### src/rtl/hss_pkg.sv
package hss_pkg;

  // Widths of the timing registers, of the scanline counter and of the configuration port
  localparam int unsigned PorchW   = 8;
  localparam int unsigned VisibleW = 11;
  localparam int unsigned LineW    = 12;
  localparam int unsigned CfgIdxW  = 3;
  localparam int unsigned CfgDataW = 12;

  // Blank-line ACR packets go out only on lines that are a multiple of this (power of two)
  localparam int unsigned AcrPeriod    = 4;
  localparam int unsigned AcrPeriodLog = $clog2(AcrPeriod);

  // Scanline counter value after reset (two lines preloaded)
  localparam logic [LineW-1:0] LineCountReset = LineW'(2);

  // Register indexes of the configuration port
  localparam logic [CfgIdxW-1:0] CFG_DVI_ONLY    = 3'd0;
  localparam logic [CfgIdxW-1:0] CFG_FRONT_PORCH = 3'd1;
  localparam logic [CfgIdxW-1:0] CFG_SYNC        = 3'd2;
  localparam logic [CfgIdxW-1:0] CFG_BACK_PORCH  = 3'd3;
  localparam logic [CfgIdxW-1:0] CFG_VISIBLE     = 3'd4;
  localparam logic [CfgIdxW-1:0] CFG_TOTAL       = 3'd5;

  typedef enum logic [3:0] {
    KIND_BLANK        = 4'd0,
    KIND_VSYNC        = 4'd1,
    KIND_DVI_ACTIVE   = 4'd2,
    KIND_PIXELS       = 4'd3,
    KIND_ACR_VS_ON    = 4'd4,
    KIND_INFO_VS_ON   = 4'd5,
    KIND_ACR          = 4'd6,
    KIND_AVI          = 4'd7,
    KIND_BLANK_DI     = 4'd8,
    KIND_BLANK_NULL   = 4'd9,
    KIND_ACTIVE_DI    = 4'd10,
    KIND_ACTIVE_NULL  = 4'd11
  } line_kind_e;

  typedef struct packed {
    logic                dvi_only;
    logic [PorchW-1:0]   front_porch_lines;
    logic [PorchW-1:0]   sync_lines;
    logic [PorchW-1:0]   back_porch_lines;
    logic [VisibleW-1:0] visible_lines;
    logic [LineW-1:0]    total_lines;
  } cfg_t;

  typedef struct packed {
    line_kind_e          line_kind;
    logic                frame_start;
    logic                audio_tick;
    logic                pixel_request;
    logic [LineW-1:0]    current_line;
    logic [VisibleW-1:0] active_row;
    logic                buffer_select;
  } res_t;

  // Decision for one event: the result and the next scheduler state
  typedef struct packed {
    res_t             res;
    logic             hdr_posted;
    logic             ping_pong;
    logic [LineW-1:0] line_count;
  } dec_t;

endpackage

### src/rtl/hss_line_decode.sv
module hss_line_decode (
  input  hss_pkg::cfg_t              cfg_i,
  input  logic [hss_pkg::LineW-1:0]  line_i,
  input  logic                       hdr_posted_i,
  input  logic                       ping_pong_i,
  input  logic                       audio_ready_i,
  output hss_pkg::dec_t              dec_o
);
  import hss_pkg::*;

  logic [PorchW:0]     sync_end;
  logic [PorchW+1:0]   bp_end;
  logic [LineW-1:0]    act_start;
  logic                in_front, in_vsync, in_back, in_active;
  logic                first_vsync, acr_line;
  logic [LineW-1:0]    row_diff;
  logic [LineW:0]      line_inc;
  logic                hdmi;
  line_kind_e          kind;

  assign sync_end  = {1'b0, cfg_i.front_porch_lines} + {1'b0, cfg_i.sync_lines};
  assign bp_end    = {1'b0, sync_end} + {2'b00, cfg_i.back_porch_lines};
  assign act_start = (cfg_i.total_lines > {1'b0, cfg_i.visible_lines})
                   ? cfg_i.total_lines - {1'b0, cfg_i.visible_lines}
                   : '0;

  assign in_front    = line_i < {{(LineW-PorchW){1'b0}}, cfg_i.front_porch_lines};
  assign in_vsync    = !in_front && (line_i < {{(LineW-PorchW-1){1'b0}}, sync_end});
  assign in_back     = (line_i >= {{(LineW-PorchW-1){1'b0}}, sync_end})
                    && (line_i < {{(LineW-PorchW-2){1'b0}}, bp_end});
  assign in_active   = !in_front && !in_vsync && !in_back;
  assign first_vsync = line_i == {{(LineW-PorchW){1'b0}}, cfg_i.front_porch_lines};
  assign acr_line    = (line_i >= {{(LineW-PorchW-1){1'b0}}, sync_end})
                    && (line_i < act_start)
                    && (line_i[AcrPeriodLog-1:0] == '0);
  assign row_diff    = line_i - act_start;
  assign line_inc    = {1'b0, line_i} + (LineW+1)'(1);
  assign hdmi        = !cfg_i.dvi_only;

  always_comb begin
    if (in_vsync) begin
      if (!hdmi) kind = KIND_VSYNC;
      else if (first_vsync) kind = KIND_ACR_VS_ON;
      else kind = KIND_INFO_VS_ON;
    end else if (in_active && !hdr_posted_i) begin
      if (!hdmi) kind = KIND_DVI_ACTIVE;
      else if (audio_ready_i) kind = KIND_ACTIVE_DI;
      else kind = KIND_ACTIVE_NULL;
    end else if (in_active) begin
      kind = KIND_PIXELS;
    end else begin
      if (!hdmi) kind = KIND_BLANK;
      else if (acr_line) kind = KIND_ACR;
      else if (line_i == '0) kind = KIND_AVI;
      else if (audio_ready_i) kind = KIND_BLANK_DI;
      else kind = KIND_BLANK_NULL;
    end
  end

  always_comb begin
    dec_o.res.line_kind     = kind;
    dec_o.res.frame_start   = in_vsync && first_vsync;
    dec_o.res.audio_tick    = hdmi && !hdr_posted_i;
    dec_o.res.pixel_request = in_active && !hdr_posted_i;
    dec_o.res.current_line  = line_i;
    dec_o.res.active_row    = (in_active && (line_i >= act_start))
                            ? row_diff[VisibleW-1:0] : '0;
    dec_o.res.buffer_select = ping_pong_i;
    dec_o.hdr_posted        = in_active && !hdr_posted_i;
    dec_o.ping_pong         = !ping_pong_i;
    // Hold the counter while the header half of an active line is out
    if (in_active && !hdr_posted_i) begin
      dec_o.line_count = line_i;
    end else if (line_inc >= {1'b0, cfg_i.total_lines}) begin
      dec_o.line_count = '0;
    end else begin
      dec_o.line_count = line_inc[LineW-1:0];
    end
  end

endmodule

### src/rtl/hss_out_stage.sv
module hss_out_stage (
  input  logic          clk_i,
  input  logic          rst_ni,
  input  logic          load_i,
  input  hss_pkg::res_t res_i,
  output logic          ready_o,
  output logic          valid_o,
  input  logic          take_i,
  output hss_pkg::res_t res_o
);
  import hss_pkg::*;

  logic valid_q, valid_d;
  res_t res_q;

  // Room for a new result when empty or when the held one leaves now
  assign ready_o = !valid_q || take_i;
  assign valid_d = load_i ? 1'b1 : (take_i ? 1'b0 : valid_q);

  always_ff @(posedge clk_i or negedge rst_ni) begin
    if (!rst_ni) begin
      valid_q <= 1'b0;
    end else begin
      valid_q <= valid_d;
    end
  end

  always_ff @(posedge clk_i) begin
    if (load_i) begin
      res_q <= res_i;
    end
  end

  assign valid_o = valid_q;
  assign res_o   = res_q;

endmodule

### src/rtl/hdmi_scanline_scheduler_unit.sv
// Channel   | Group  | tdata (low bit up)                          | tuser
// ----------+--------+---------------------------------------------+------------------
// events in | s_axis | [0] audio_ready, [7:1] zero                  | none
// lines out | m_axis | [0] frame_start [1] audio_tick               | [3:0] line_kind
//           |        | [2] pixel_request [14:3] current_line        |
//           |        | [25:15] active_row [26] buffer_select, zero up|
// config    | cfg_*  | write enable, 3-bit register index, 12-bit data, no read-back
//
// One event is taken per cycle unless stalled; its decision is ready in the result
// register on the next cycle. The scheduler state (line counter, header flag, ping-pong
// bit) updates at acceptance, so back-to-back events see each other's effects with no
// bubble. The result register is the only buffer: s_axis_tready is low only while a
// result is held and m_axis_tready is low. Reset loads the timing defaults and line 2.
module hdmi_scanline_scheduler_unit (
  input  logic                          clk_i,
  input  logic                          rst_ni,
  // event stream: [0] audio_ready
  input  logic                          s_axis_tvalid,
  output logic                          s_axis_tready,
  input  logic [7:0]                    s_axis_tdata,
  // line decisions: [0] frame_start [1] audio_tick [2] pixel_request
  // [14:3] current_line [25:15] active_row [26] buffer_select
  output logic                          m_axis_tvalid,
  input  logic                          m_axis_tready,
  output logic [31:0]                   m_axis_tdata,
  // [3:0] line_kind
  output logic [3:0]                    m_axis_tuser,
  // register writes
  input  logic                          cfg_we_i,
  input  logic [hss_pkg::CfgIdxW-1:0]   cfg_idx_i,
  input  logic [hss_pkg::CfgDataW-1:0]  cfg_wdata_i
);
  import hss_pkg::*;

  cfg_t             cfg_q;
  logic [LineW-1:0] line_q;
  logic             hdr_posted_q;
  logic             ping_pong_q;
  logic             in_acc;
  logic             out_ready;
  dec_t             dec;
  res_t             res_out;

  // Configuration registers
  always_ff @(posedge clk_i or negedge rst_ni) begin
    if (!rst_ni) begin
      cfg_q.dvi_only          <= 1'b0;
      cfg_q.front_porch_lines <= PorchW'(10);
      cfg_q.sync_lines        <= PorchW'(2);
      cfg_q.back_porch_lines  <= PorchW'(33);
      cfg_q.visible_lines     <= VisibleW'(480);
      cfg_q.total_lines       <= LineW'(525);
    end else if (cfg_we_i) begin
      unique case (cfg_idx_i)
        CFG_DVI_ONLY:    cfg_q.dvi_only          <= cfg_wdata_i[0];
        CFG_FRONT_PORCH: cfg_q.front_porch_lines <= cfg_wdata_i[PorchW-1:0];
        CFG_SYNC:        cfg_q.sync_lines        <= cfg_wdata_i[PorchW-1:0];
        CFG_BACK_PORCH:  cfg_q.back_porch_lines  <= cfg_wdata_i[PorchW-1:0];
        CFG_VISIBLE:     cfg_q.visible_lines     <= cfg_wdata_i[VisibleW-1:0];
        CFG_TOTAL:       cfg_q.total_lines       <= cfg_wdata_i[LineW-1:0];
        default: ;
      endcase
    end
  end

  assign s_axis_tready = out_ready;
  assign in_acc        = s_axis_tvalid && out_ready;

  hss_line_decode u_decode (
    .cfg_i         (cfg_q),
    .line_i        (line_q),
    .hdr_posted_i  (hdr_posted_q),
    .ping_pong_i   (ping_pong_q),
    .audio_ready_i (s_axis_tdata[0]),
    .dec_o         (dec)
  );

  // Advance the scheduler state on each accepted event
  always_ff @(posedge clk_i or negedge rst_ni) begin
    if (!rst_ni) begin
      line_q       <= LineCountReset;
      hdr_posted_q <= 1'b0;
      ping_pong_q  <= 1'b0;
    end else if (in_acc) begin
      line_q       <= dec.line_count;
      hdr_posted_q <= dec.hdr_posted;
      ping_pong_q  <= dec.ping_pong;
    end
  end

  hss_out_stage u_out (
    .clk_i   (clk_i),
    .rst_ni  (rst_ni),
    .load_i  (in_acc),
    .res_i   (dec.res),
    .ready_o (out_ready),
    .valid_o (m_axis_tvalid),
    .take_i  (m_axis_tready),
    .res_o   (res_out)
  );

  assign m_axis_tuser = res_out.line_kind;
  assign m_axis_tdata = {5'b0,
                         res_out.buffer_select,
                         res_out.active_row,
                         res_out.current_line,
                         res_out.pixel_request,
                         res_out.audio_tick,
                         res_out.frame_start};

  // The header flag never stays set across two events
  a_hdr_clears: assert property (@(posedge clk_i) disable iff (!rst_ni)
    (in_acc && hdr_posted_q) |=> !hdr_posted_q)
    else $error("header flag held over two events");

  // The counter holds while an active line's header is outstanding
  a_line_holds: assert property (@(posedge clk_i) disable iff (!rst_ni)
    (in_acc && dec.hdr_posted) |=> (line_q == $past(line_q)))
    else $error("line counter moved on a header event");

  // Ping-pong flips on every accepted event
  a_pp_flips: assert property (@(posedge clk_i) disable iff (!rst_ni)
    in_acc |=> (ping_pong_q != $past(ping_pong_q)))
    else $error("buffer select did not alternate");

  // A pixel request only comes with an active-line header kind
  a_preq_kind: assert property (@(posedge clk_i) disable iff (!rst_ni)
    (m_axis_tvalid && res_out.pixel_request) |->
      (res_out.line_kind == KIND_DVI_ACTIVE || res_out.line_kind == KIND_ACTIVE_DI
       || res_out.line_kind == KIND_ACTIVE_NULL))
    else $error("pixel request on a non-header line");

endmodule

### config.mk
export PLATFORM = sky130hd
export DESIGN_NAME = hdmi_scanline_scheduler_unit
export DESIGN_NICKNAME = d
export VERILOG_FILES = /design/src/rtl/hss_pkg.sv /design/src/rtl/hss_line_decode.sv /design/src/rtl/hss_out_stage.sv /design/src/rtl/hdmi_scanline_scheduler_unit.sv
export SDC_FILE = /design/constraint.sdc
export NUM_CORES = 1
export LEC_CHECK = 0
export ABC_CLOCK_PERIOD_IN_PS = 5600
export BUFFER_PORTS_ARGS = -buffer_cell sky130_fd_sc_hd__buf_2
export CORE_MARGIN = 3
export CORE_UTILIZATION = 51
export CTS_BUF_LIST = sky130_fd_sc_hd__clkbuf_4 sky130_fd_sc_hd__clkbuf_8 sky130_fd_sc_hd__clkbuf_16
export DETAILED_ROUTE_END_ITERATION = 12
export GPL_ROUTABILITY_DRIVEN = 0
export PLACE_DENSITY = 0.69
export SETUP_SLACK_MARGIN = 0.15
export SLEW_MARGIN = 10
export SYNTH_ARGS = -nofsm -noshare
export SYNTH_HDL_FRONTEND = slang
export SYNTH_HIERARCHICAL = 1
export SYNTH_SLANG_ARGS = --single-unit
### constraint.sdc
create_clock -name clk_i -period 5.6 [get_ports clk_i]
set_input_delay 0.56 -clock clk_i [delete_from_list [all_inputs] [get_ports clk_i]]
set_output_delay 0.56 -clock clk_i [all_outputs]
set_load 0.01 [all_outputs]
; ---- Word-level counts from Yosys, hierarchy flattened
; Cells that the tools add are included.
[totals]
mem_bits_rw = 0
in_bits = 28
mem_bits_ro = 0
register_bits = 94
latch_bits = 0
memories = 0
wordCells = 82
out_inout_bits = 38
[classes]
eq_ne = 6
n_div = 0
bitwise_logic = 1
mux = 15
order_cmp = 8
shift = 0
n_addsub = 5
mul = 0
n_reduce_logical = 30
[ops]
columns = operator, n
row1 = 4-bit two-way mux, 7
row2 = 12-bit two-way mux, 2
row3 = 2-bit AND reduction, 7
row4 = "12-bit by 1-bit adder with 13-bit output, second input constant", 1
row5 = 13-bit by 12-bit >= comparator with 1-bit output, 1
row6 = 12-bit by 8-bit equality test with 1-bit output, 1
row7 = 12-bit >= comparator, 1
row8 = 12-bit by 9-bit >= comparator with 1-bit output, 1
row9 = 12-bit by 11-bit greater-than comparator with 1-bit output, 1
row10 = 12-bit zero test, 1
row11 = 12-bit by 10-bit < comparator with 1-bit output, 1
row12 = 12-bit < comparator, 1
row13 = 12-bit by 8-bit < comparator with 1-bit output, 1
row14 = 12-bit by 9-bit < comparator with 1-bit output, 1
row15 = 12-bit by 11-bit subtractor with 12-bit output, 1
row16 = 1-bit logical AND, 11
row17 = 11-bit subtractor, 1
row18 = 9-bit by 8-bit adder with 10-bit output, 1
row19 = 8-bit by 8-bit adder with 9-bit output, 1
row20 = 1-bit zero test, 7
row21 = "3-bit by 2-bit equality test with 1-bit output, second input constant", 2
row22 = "3-bit equality test, second input constant", 2
row23 = 1-bit two-way mux, 5
row24 = "3-bit by 1-bit equality test with 1-bit output, second input constant", 1
row25 = 6 further kinds, 6

; ---- Longest topological paths before layout
; Gate-level depths: netlist of run 1.
[depth]
depth_word = 10
ltp_mapped = 23
mapped_depth_nobuf = 22

; ---- Modules after synthesis
; Netlist of run 1, hierarchy kept.
[modules_own_cells]
columns = mod, cells_each, area_each_um2, seq_area_each_um2, instances
row1 = hss_line_decode, 447, 3265.6, 0.0, 1
row2 = hdmi_scanline_scheduler_unit, 143, 2473.6, 1569.0, 1
row3 = hss_out_stage, 34, 978.4, 955.9, 1

; ---- Worst setup path after synthesis of run 1
; No wires, ideal clock.
[synth_path]
path_type = register -> register
start = reg cfg_q[39] in the netlist's numbering
end = reg line_q[4]
slack_ps = 1318
period_less_slack_ps = 4282
path_buffers = 1
setup_ps = 125
path_stages_with_launch = 22
t_required_ps = 5475
arrival_time_ps = 4157
cell_sequence = dfrtp_1 -> ha_1 -> fa_1 -> a21oi_1 -> nor2_1 -> nor2_1 -> o21bai_1 -> a21oi_1 -> xnor2_1 -> ha_1 -> a21oi_1 -> o21ai_0 -> xnor2_1 -> ha_1 -> and4_1 -> o211ai_1 -> a22o_1 -> nor3_2 -> nor2_4 -> buf_6 -> a22o_1 -> mux2_2
[synth_via]
elab_chain_len = 9
word_cells_on_any_way = 16
cone_classes = add/sub (2) / order compare (4) / bitwise (1) / reduce/logical (9)
[synth_rtl]
columns = item, line
row1 = start: declaration, hdmi_scanline_scheduler_unit.sv:35  ; cfg_t cfg_q;
row2 = 8-bit by 8-bit adder with 9-bit output or 12-bit by 8-bit < comparator with 1-bit output (tied branches), "hss_line_decode.sv:21, hss_line_decode.sv:27"
row3 = 9-bit by 8-bit adder with 10-bit output (tied with other cells), hss_line_decode.sv:22  ; assign bp_end = {1'b0, sync_end} + {2'b00, cfg_i.back_porch_lines};
row4 = 12-bit by 10-bit < comparator with 1-bit output or 1-bit logical AND (tied branches), "hss_line_decode.sv:30, hss_line_decode.sv:28"
row5 = 1-bit logical AND or 1-bit zero test (tied branches), "hss_line_decode.sv:30, hss_line_decode.sv:31"
row6 = 1-bit zero test or 1-bit logical AND (tied branches), hss_line_decode.sv:31  ; assign in_active = !in_front && !in_vsync && !in_back;
row7 = 1-bit logical AND (*), hss_line_decode.sv:31
row8 = 1-bit logical AND (*), hss_line_decode.sv:72  ; if (in_active && !hdr_posted_i) begin
row9 = 1-bit NOT (no source line) (*), n/a
row10 = 2-bit AND reduction (no source line) (*), n/a
row11 = end signal: assignment, hdmi_scanline_scheduler_unit.sv:81  ; line_q <= LineCountReset;
row12 = end signal: assignment, hdmi_scanline_scheduler_unit.sv:85  ; line_q <= dec.line_count;
row13 = end: declaration, hdmi_scanline_scheduler_unit.sv:36  ; logic [LineW-1:0] line_q;
; Mark *: on every way between the ends. The rest lies on a longest branch, timed or not.
; A chain may end at the register's enable or synchronous reset.

; ---- Worst setup path in the final report of run 1
[layout_path]
start = reg cfg_q[39] in the netlist's numbering
end = reg u_out.res_q, in the netlist u_out/res_o[10], data pin
[layout_via]
elab_chain_len = 7
word_cells_on_any_way = 14
cone_classes = add/sub (2) / order compare (4) / reduce/logical (8)
[layout_rtl]
columns = item, line
row1 = 8-bit by 8-bit adder with 9-bit output or 12-bit by 8-bit < comparator with 1-bit output (tied branches), "hss_line_decode.sv:21, hss_line_decode.sv:27"
row2 = 9-bit by 8-bit adder with 10-bit output (tied with other cells), hss_line_decode.sv:22
row3 = 12-bit by 10-bit < comparator with 1-bit output or 1-bit logical AND (tied branches), "hss_line_decode.sv:30, hss_line_decode.sv:28"
row4 = 1-bit logical AND or 1-bit zero test (tied branches), "hss_line_decode.sv:30, hss_line_decode.sv:31"
row5 = 1-bit zero test or 1-bit logical AND (tied branches), hss_line_decode.sv:31
row6 = 1-bit logical AND (*), hss_line_decode.sv:31
row7 = 1-bit logical AND (*), hss_line_decode.sv:66  ; dec_o.res.active_row = (in_active && (line_i >= act_start))
row8 = end signal: assignment, hss_out_stage.sv:30  ; res_q <= res_i;
row9 = end: declaration, hss_out_stage.sv:14  ; res_t res_q;
; Marks and branches as above.

==> results.py, run 1 <==
metrics = {
    "status": {
        "run_status": "finished clean",
    },
    "critical_path": {
        "cp.buffers_inverters": 0,
        "cp_max_stage_delay_ns": 0.42,
        "cp_data_required_time_ns": 5.79,
        "worstSetupStartpointType": "flop",
        "crit_path_cell_trace": "ha_1, fa_1, a21oi_1, nor2_1, nor2_1, o21bai_1, a21oi_1, xnor2_1, ha_1, a21oi_1, o21ai_0, xnor2_1, ha_1, and4_1, o211ai_1, a22o_1, nor2_1, o21ai_1, a31oi_1",
        "crit_arrival_ns": 5.06,
        "worst_path_dominant_cell_family": "compound AO/OA/AOI/OAI gates",
        "worst_setup_path_end_kind": "flop",
        "critical_path_peak_fanout": 11,
        "slowest_stage_cell_cp": "sky130_fd_sc_hd__dfrtp_1",
        "setup.worst_path.class": "reg2reg",
    },
    "global_route": {
        "number_of_antenna_violations_at_the_first_check_in_global_routing": 0,
        "global_route.overflow_total": 0,
        "grt_usage": 0.2096,
        "vias_in_the_first_global_route": 4775,
        "grt_pass1_wl_um": 23920,
        "maximum_number_of_pins_on_one_net_before_global_route_repair": 64,
    },
    "cts": {
        "tritoncts": "yes",
        "cts_num_sinks": 94,
        "cts_inserted_buffers": 9,
        "cts-htree-levels": 3,
        "worst_setup_hold_path_clk_slew_ns": 0.07,
        "post_cts.repair.setup_buffers": 0,
        "cts_hold_repair.buffers": 0,
        "worstSkewPairLatency_ns": 0.35,
        "ctsLongestPathBuffers": 2,
        "ctsRootBufferMaster": "sky130_fd_sc_hd__clkbuf_16",
        "number_of_gates_given_a_new_drive_strength_after_cts": 0,
    },
    "timing": {
        "fin_crit_ns": 4.867,
        "slew_viol_final": 0,
        "setup_repair_after_global_routing_missed_its_margin": "no",
        "worst_clock_skew_ns": 0.007933,
        "timing.slew.headroom": 0.2545,
        "tns_setup_ns": 0,
        "final-hold-violation-count": 0,
        "max_freq_ghz": 0.2055,
        "share_of_the_clock_period_used_by_the_worst_path_after_layout": 0.8691,
        "final_setup_violations": 0,
        "tightest_slew_ns": 1.117,
        "worst_slack_ns": 0.7332,
    },
    "drt": {
        "drt_iter0_markers": 222,
        "dr_total_vias": 4743,
        "wirelength_um": 14650,
        "drt-vias-per-instance": 5.620,
        "per_cell_routed_wire_length_um": 17.36,
        "detail_route.drc_violations": 0,
        "drtAntennaViolNets": 0,
        "drt_first_pass_iters": 5,
    },
    "floorplan": {
        "number_of_placed_i_o_pins": 66,
        "core_footprint_mm2": 0.01277,
        "rows": 41,
        "initial_core_util": 0.5259,
        "die_h_um": 120.8,
        "die_area_mm2": 0.01459,
        "die-width_um": 120.8,
    },
    "synth": {
        "yosysWarnings": 6,
        "synthDominantCellAreaShare": 0.1825,
        "synth_top_cells_by_area": "sky130_fd_sc_hd__dfrtp_1 18%, sky130_fd_sc_hd__ha_1 15%, sky130_fd_sc_hd__edfxtp_1 14%, sky130_fd_sc_hd__mux2_2 8.9%, sky130_fd_sc_hd__dfstp_2 5.5%",
        "synth_cells": 624,
        "async_flop_share": 0.6702,
        "synthFlopType": "sky130_fd_sc_hd__dfrtp_1",
        "postSynthRegisterBits": 94,
        "syn_avg_cell_area_um2": 10.77,
        "synthesis.area_mm2": 0.006718,
        "yosys.area.top_type": "sky130_fd_sc_hd__dfrtp_1",
        "synth-edff-count": 31,
        "yosys.cell_types.count": 72,
        "yosysSeqAreaShare": 0.3759,
    },
    "min_path": {
        "worstHoldPathType": "in2async",
    },
    "placement": {
        "place.detailed.hpwl_um": 11260,
        "dpl_worst_slack_ns": 0.8576,
        "placed_cells": 828,
        "io_buffer_count": 53,
    },
    "layout": {
        "post-route-util": 0.5741,
        "post_route_cells_drive_above_1_share": 0.2530,
        "layout.cells.most_common_list": "79 x sky130_fd_sc_hd__ha_1, 59 x sky130_fd_sc_hd__inv_1, 53 x sky130_fd_sc_hd__mux2_2, 53 x sky130_fd_sc_hd__buf_2, 49 x sky130_fd_sc_hd__dfrtp_1",
        "final_common_cell": "sky130_fd_sc_hd__ha_1",
        "layoutNonFillerInstCount": 844,
        "syn_to_final_growth_pct": 9.164,
        "diodes": 0,
        "layout.nets": 778,
    },
    "run": {
        "maxCapViolCount": 0,
    },
    "pwr": {
        "power.ir.vdd_worst_mv": 0.2128,
        "leakage_nw": 3.490,
        "power-per-cell-area_mw_per_mm2": 518.5,
    },
}
[logic make-up after synthesis]
logic type                 after synthesis  synth area share
buffers and inverters                   87           0.06631
adders and majority gates               83            0.1591
xor gates and xnor gates                39           0.05085
DFF                                     94            0.3759
AOI/OAI and AO/OA                      128            0.1285
and+or+nand+nor                        129            0.1077
other                                    1         0.0005582
muxes                                   63            0.1112
[cells in the mapped netlist (3+ instances only)]
cell and number:
sky130_fd_sc_hd__and3_1 6, sky130_fd_sc_hd__buf_6 6, sky130_fd_sc_hd__a22o_1 14, sky130_fd_sc_hd__xor2_1 10, sky130_fd_sc_hd__xnor2_1 29, sky130_fd_sc_hd__ha_1 79
sky130_fd_sc_hd__nand4_1 6, sky130_fd_sc_hd__mux2_2 53, sky130_fd_sc_hd__o21ai_0 22, sky130_fd_sc_hd__o21a_1 3, sky130_fd_sc_hd__dfrtp_1 49, sky130_fd_sc_hd__mux2_4 10
sky130_fd_sc_hd__dfstp_2 14, sky130_fd_sc_hd__and4_1 3, sky130_fd_sc_hd__nor3_1 6, sky130_fd_sc_hd__nor2b_1 4, sky130_fd_sc_hd__nor2_1 32, sky130_fd_sc_hd__o21bai_1 6
sky130_fd_sc_hd__a31oi_1 5, sky130_fd_sc_hd__fa_1 4, sky130_fd_sc_hd__edfxtp_1 31, sky130_fd_sc_hd__a211oi_1 4, sky130_fd_sc_hd__nand3_1 14, sky130_fd_sc_hd__nand2_1 29
sky130_fd_sc_hd__a21oi_1 37, sky130_fd_sc_hd__inv_1 59, sky130_fd_sc_hd__o211ai_1 3, sky130_fd_sc_hd__buf_4 19, sky130_fd_sc_hd__a21o_1 11
[stage by stage]
stage / total power, W / hold WS [ns] / cell area (um^2)
after floorplan: 0.002642 / 0.2644 / 6733
after global placement: 0.003017 / 0.4502 / 7012
after detailed placement: 0.003111 / 0.4606 / 7012
after CTS: 0.003792 / 0.4197 / 7333
after global routing: 0.004129 / 0.4368 / 7333
final: 0.003802 / 0.3704 / 7333
[worst reg2reg max path, delay by kind of cell (launching register included)]
kind	cells	cell delay (ns)
compound gates	9	1.87
flops	1	0.42
xor+xnor	2	0.36
fa+ha+maj	4	1.27
simple gates	4	0.79
[cell type report]
class / instances / area, um^2
fillers: 1084 / 5440
well taps: 172 / 215.2
inverters: 59 / 221.5
multi-input cells: 447 / 3762
flip-flops and latches: 94 / 2525
clock buffers: 10 / 250.2
repair buffers: 56 / 287.8
clock inverters: 6 / 71.32
[registers in the layout (all words and copies together), names as in the netlist]
| name | flops |
|---|---|
| cfg_q | 48 |
| hdr_posted_q | 1 |
| line_q | 12 |
| ping_pong_q | 1 |
| u_out/res_o | 31 |
| u_out/valid_o | 1 |
[path summary, 6_finish.rpt]
path | start | endpoint | slack (ns) | cells after the start
max | cfg_q[39] | u_out/res_o[10] | 0.73 | 19
min | rst_ni | line_q[11] | 0.37 | 2
max reg2reg | cfg_q[39] | u_out/res_o[10] | 0.73 | 19
min reg2reg | ping_pong_q | u_out/res_o[0] | 0.48 | 0
max in group asynchronous | rst_ni | cfg_q[44] | 4.67 | 2
min in group clk_i | cfg_wdata_i[11] | cfg_q[11] | 0.44 | 2
[per-layer routing]
| metal | routed length, um | vias to the layer above | global-route usage |
|---|---|---|---|
| met5 | 0 | - | 0 |
| li1 | - | 2315 | - |
| met4 | 206 | 0 | 0.06445 |
| met2 | 6767 | 137 | 0.3325 |
| met1 | 6931 | 2273 | 0.2926 |
| met3 | 746 | 18 | 0.03882 |
[power by group]
| part | internal, W | total [W] | switching, W |
|---|---|---|---|
| Sequential | 0.000869 | 0.00104 | 0.000169 |
| Clock | 0.000379 | 0.000661 | 0.000282 |
| Combinational | 0.000960 | 0.00210 | 0.00114 |
Power figures use the tool's default switching activity.
==> run 2: changes to the inputs <==
- CELL_PAD_IN_SITES_DETAIL_PLACEMENT: default -> 1
- CELL_PAD_IN_SITES_GLOBAL_PLACEMENT: default -> 2
- CORE_UTILIZATION: 51 -> 40
- PLACE_DENSITY: 0.69 -> 0.8
==> results.py, run 2 (synthesis gave the netlist of run 1 again) <==
metrics = {
    "timing": {
        "tightest_slew_ns": 1.050,
        "final-hold-violation-count": 0,
        "setup_repair_after_global_routing_missed_its_margin": "no",
        "max_freq_ghz": 0.2034,
        "share_of_the_clock_period_used_by_the_worst_path_after_layout": 0.8779,
        "tns_setup_ns": 0,
        "slew_viol_final": 0,
        "worst_clock_skew_ns": 0.009670,
        "fin_crit_ns": 4.916,
        "final_setup_violations": 0,
        "timing.slew.headroom": 0.2958,
    },
    "cts": {
        "cts_hold_repair.buffers": 0,
        "ctsLongestPathBuffers": 2,
        "tritoncts": "yes",
        "cts_inserted_buffers": 9,
        "post_cts.repair.setup_buffers": 0,
        "worstSkewPairLatency_ns": 0.35,
        "number_of_gates_given_a_new_drive_strength_after_cts": 0,
        "ctsRootBufferMaster": "sky130_fd_sc_hd__clkbuf_16",
        "cts_num_sinks": 94,
        "cts-htree-levels": 3,
        "worst_setup_hold_path_clk_slew_ns": 0.07,
    },
    "critical_path": {
        "slowest_stage_cell_cp": "sky130_fd_sc_hd__dfrtp_1",
        "regToRegStartpoint": "cfg_q[39]",
        "r2r_slack_ns": 0.68,
        "cp_data_required_time_ns": 5.89,
        "critical_path_peak_fanout": 12,
        "worst_setup_path_end_kind": "flop",
        "crit_arrival_ns": 5.20,
        "cp_max_stage_delay_ns": 0.42,
        "cp.buffers_inverters": 1,
        "worstSetupStartpointType": "flop",
        "setup.worst_path.class": "reg2reg",
        "crit_path_cell_trace": "ha_1, fa_1, a21oi_1, nor2_1, nor2_1, o21bai_1, a21oi_1, xnor2_1, ha_1, nand2_1, o21ai_0, a21o_1, nand2_1, ha_1, nor3_1, nand2_1, a31oi_1, a22o_1, nor3_2, buf_4, nor2_4, mux2_2, mux2_2",
        "register_to_register_path_depth": 23,
        "worst_path_dominant_cell_family": "compound AO/OA/AOI/OAI gates",
        "rr_endpoint": "line_q[0]",
    },
    "global_route": {
        "grt_pass1_wl_um": 26440,
        "number_of_antenna_violations_at_the_first_check_in_global_routing": 0,
        "maximum_number_of_pins_on_one_net_before_global_route_repair": 64,
        "vias_in_the_first_global_route": 4879,
        "global_route.overflow_total": 0,
        "grt_usage": 0.1854,
    },
    "layout": {
        "final_common_cell": "sky130_fd_sc_hd__ha_1",
        "diodes": 0,
        "layout.cells.most_common_list": "79 x sky130_fd_sc_hd__ha_1, 58 x sky130_fd_sc_hd__inv_1, 53 x sky130_fd_sc_hd__mux2_2, 53 x sky130_fd_sc_hd__buf_2, 49 x sky130_fd_sc_hd__dfrtp_1",
        "layout.nets": 778,
        "syn_to_final_growth_pct": 9.350,
        "largest_register_by_flop_count": "cfg_q",
        "largest_reg_flops": 48,
        "post-route-util": 0.4542,
        "post_route_cells_drive_above_1_share": 0.2530,
    },
    "pwr": {
        "power-per-cell-area_mw_per_mm2": 513.0,
        "power.total_w": 0.003768,
        "leakage_nw": 3.466,
        "power.ir.vdd_worst_mv": 0.1747,
    },
    "min_path": {
        "worstHoldPathType": "in2async",
    },
    "drt": {
        "drtAntennaViolNets": 0,
        "wirelength_um": 16330,
        "detail_route.drc_violations": 0,
        "drt-vias-per-instance": 5.288,
        "dr_total_vias": 4696,
        "per_cell_routed_wire_length_um": 18.39,
        "drt_iter0_markers": 198,
        "drt_first_pass_iters": 4,
    },
    "run": {
        "maxCapViolCount": 0,
    },
    "floorplan": {
        "die-width_um": 135.6,
        "number_of_placed_i_o_pins": 66,
        "rows": 46,
        "initial_core_util": 0.4154,
        "die_area_mm2": 0.01838,
        "die_h_um": 135.6,
        "core_footprint_mm2": 0.01617,
    },
    "status": {
        "run_status": "finished clean",
    },
    "placement": {
        "io_buffer_count": 53,
        "place.detailed.hpwl_um": 13070,
    },
}
-- run 2: cell types whose count changed in the layout (fill, tap and decap cells not counted) --
cell                        delta
sky130_fd_sc_hd__bufinv_16     -1
sky130_fd_sc_hd__clkbuf_16     -1
sky130_fd_sc_hd__clkbuf_4      +1
sky130_fd_sc_hd__clkinv_1      +1
sky130_fd_sc_hd__clkinv_2      +1
sky130_fd_sc_hd__clkinv_4      +2
sky130_fd_sc_hd__inv_1         -1
sky130_fd_sc_hd__inv_6         -2
-- run 2: through the flow --
| stage | area, um^2 | setup WS (ns) | std cells | hold slack [ns] |
|---|---|---|---|---|
| finish | 7346 | 0.6840 | 888 | 0.3755 |
| global route | 7346 | 0.2443 | 888 | 0.4398 |
| CTS | 7346 | 0.6391 | 888 | 0.4152 |
| detailed placement | 7067 | 0.6803 | 872 | 0.4625 |
| global placement | 7067 | 0.8689 | 872 | 0.4517 |
| floorplan | 6733 | 1.318 | 628 | 0.2644 |
-- run 2: worst max path at each step --
stage,from,to,slack [ns],cells past startpoint
floorplan,cfg_q[39],line_q[4],1.32,21
global placement,cfg_q[39],u_out/res_o[4],0.87,21
detailed placement,cfg_q[39],line_q[0],0.68,23
CTS,cfg_q[39],line_q[0],0.64,23
global route,cfg_q[39],u_out/res_o[5],0.24,21
finish,cfg_q[39],line_q[0],0.68,23
-- run 2: routing by layer --
metal | up-vias | GRT usage | wire (um)
li1 | 2311 | - | -
met1 | 2288 | 0.2594 | 8028
met2 | 80 | 0.2998 | 7517
met3 | 17 | 0.02526 | 486
met4 | 0 | 0.05599 | 293
met5 | - | 0 | 0
-- run 2: layout make-up --
cell class | instances | area (um^2)
fillers | 1792 | 8827
multi-input cells | 447 | 3762
flip-flops and latches | 94 | 2525
repair buffers | 56 | 287.8
well taps | 216 | 270.3
clock buffers | 10 | 232.7
inverters | 59 | 221.5
clock inverters | 6 | 46.29
-- run 2: report_power, final --
part | switching, W | internal [W]
clock network | 0.000274 | 0.000310
logic | 0.00118 | 0.000965
registers | 0.000166 | 0.000869
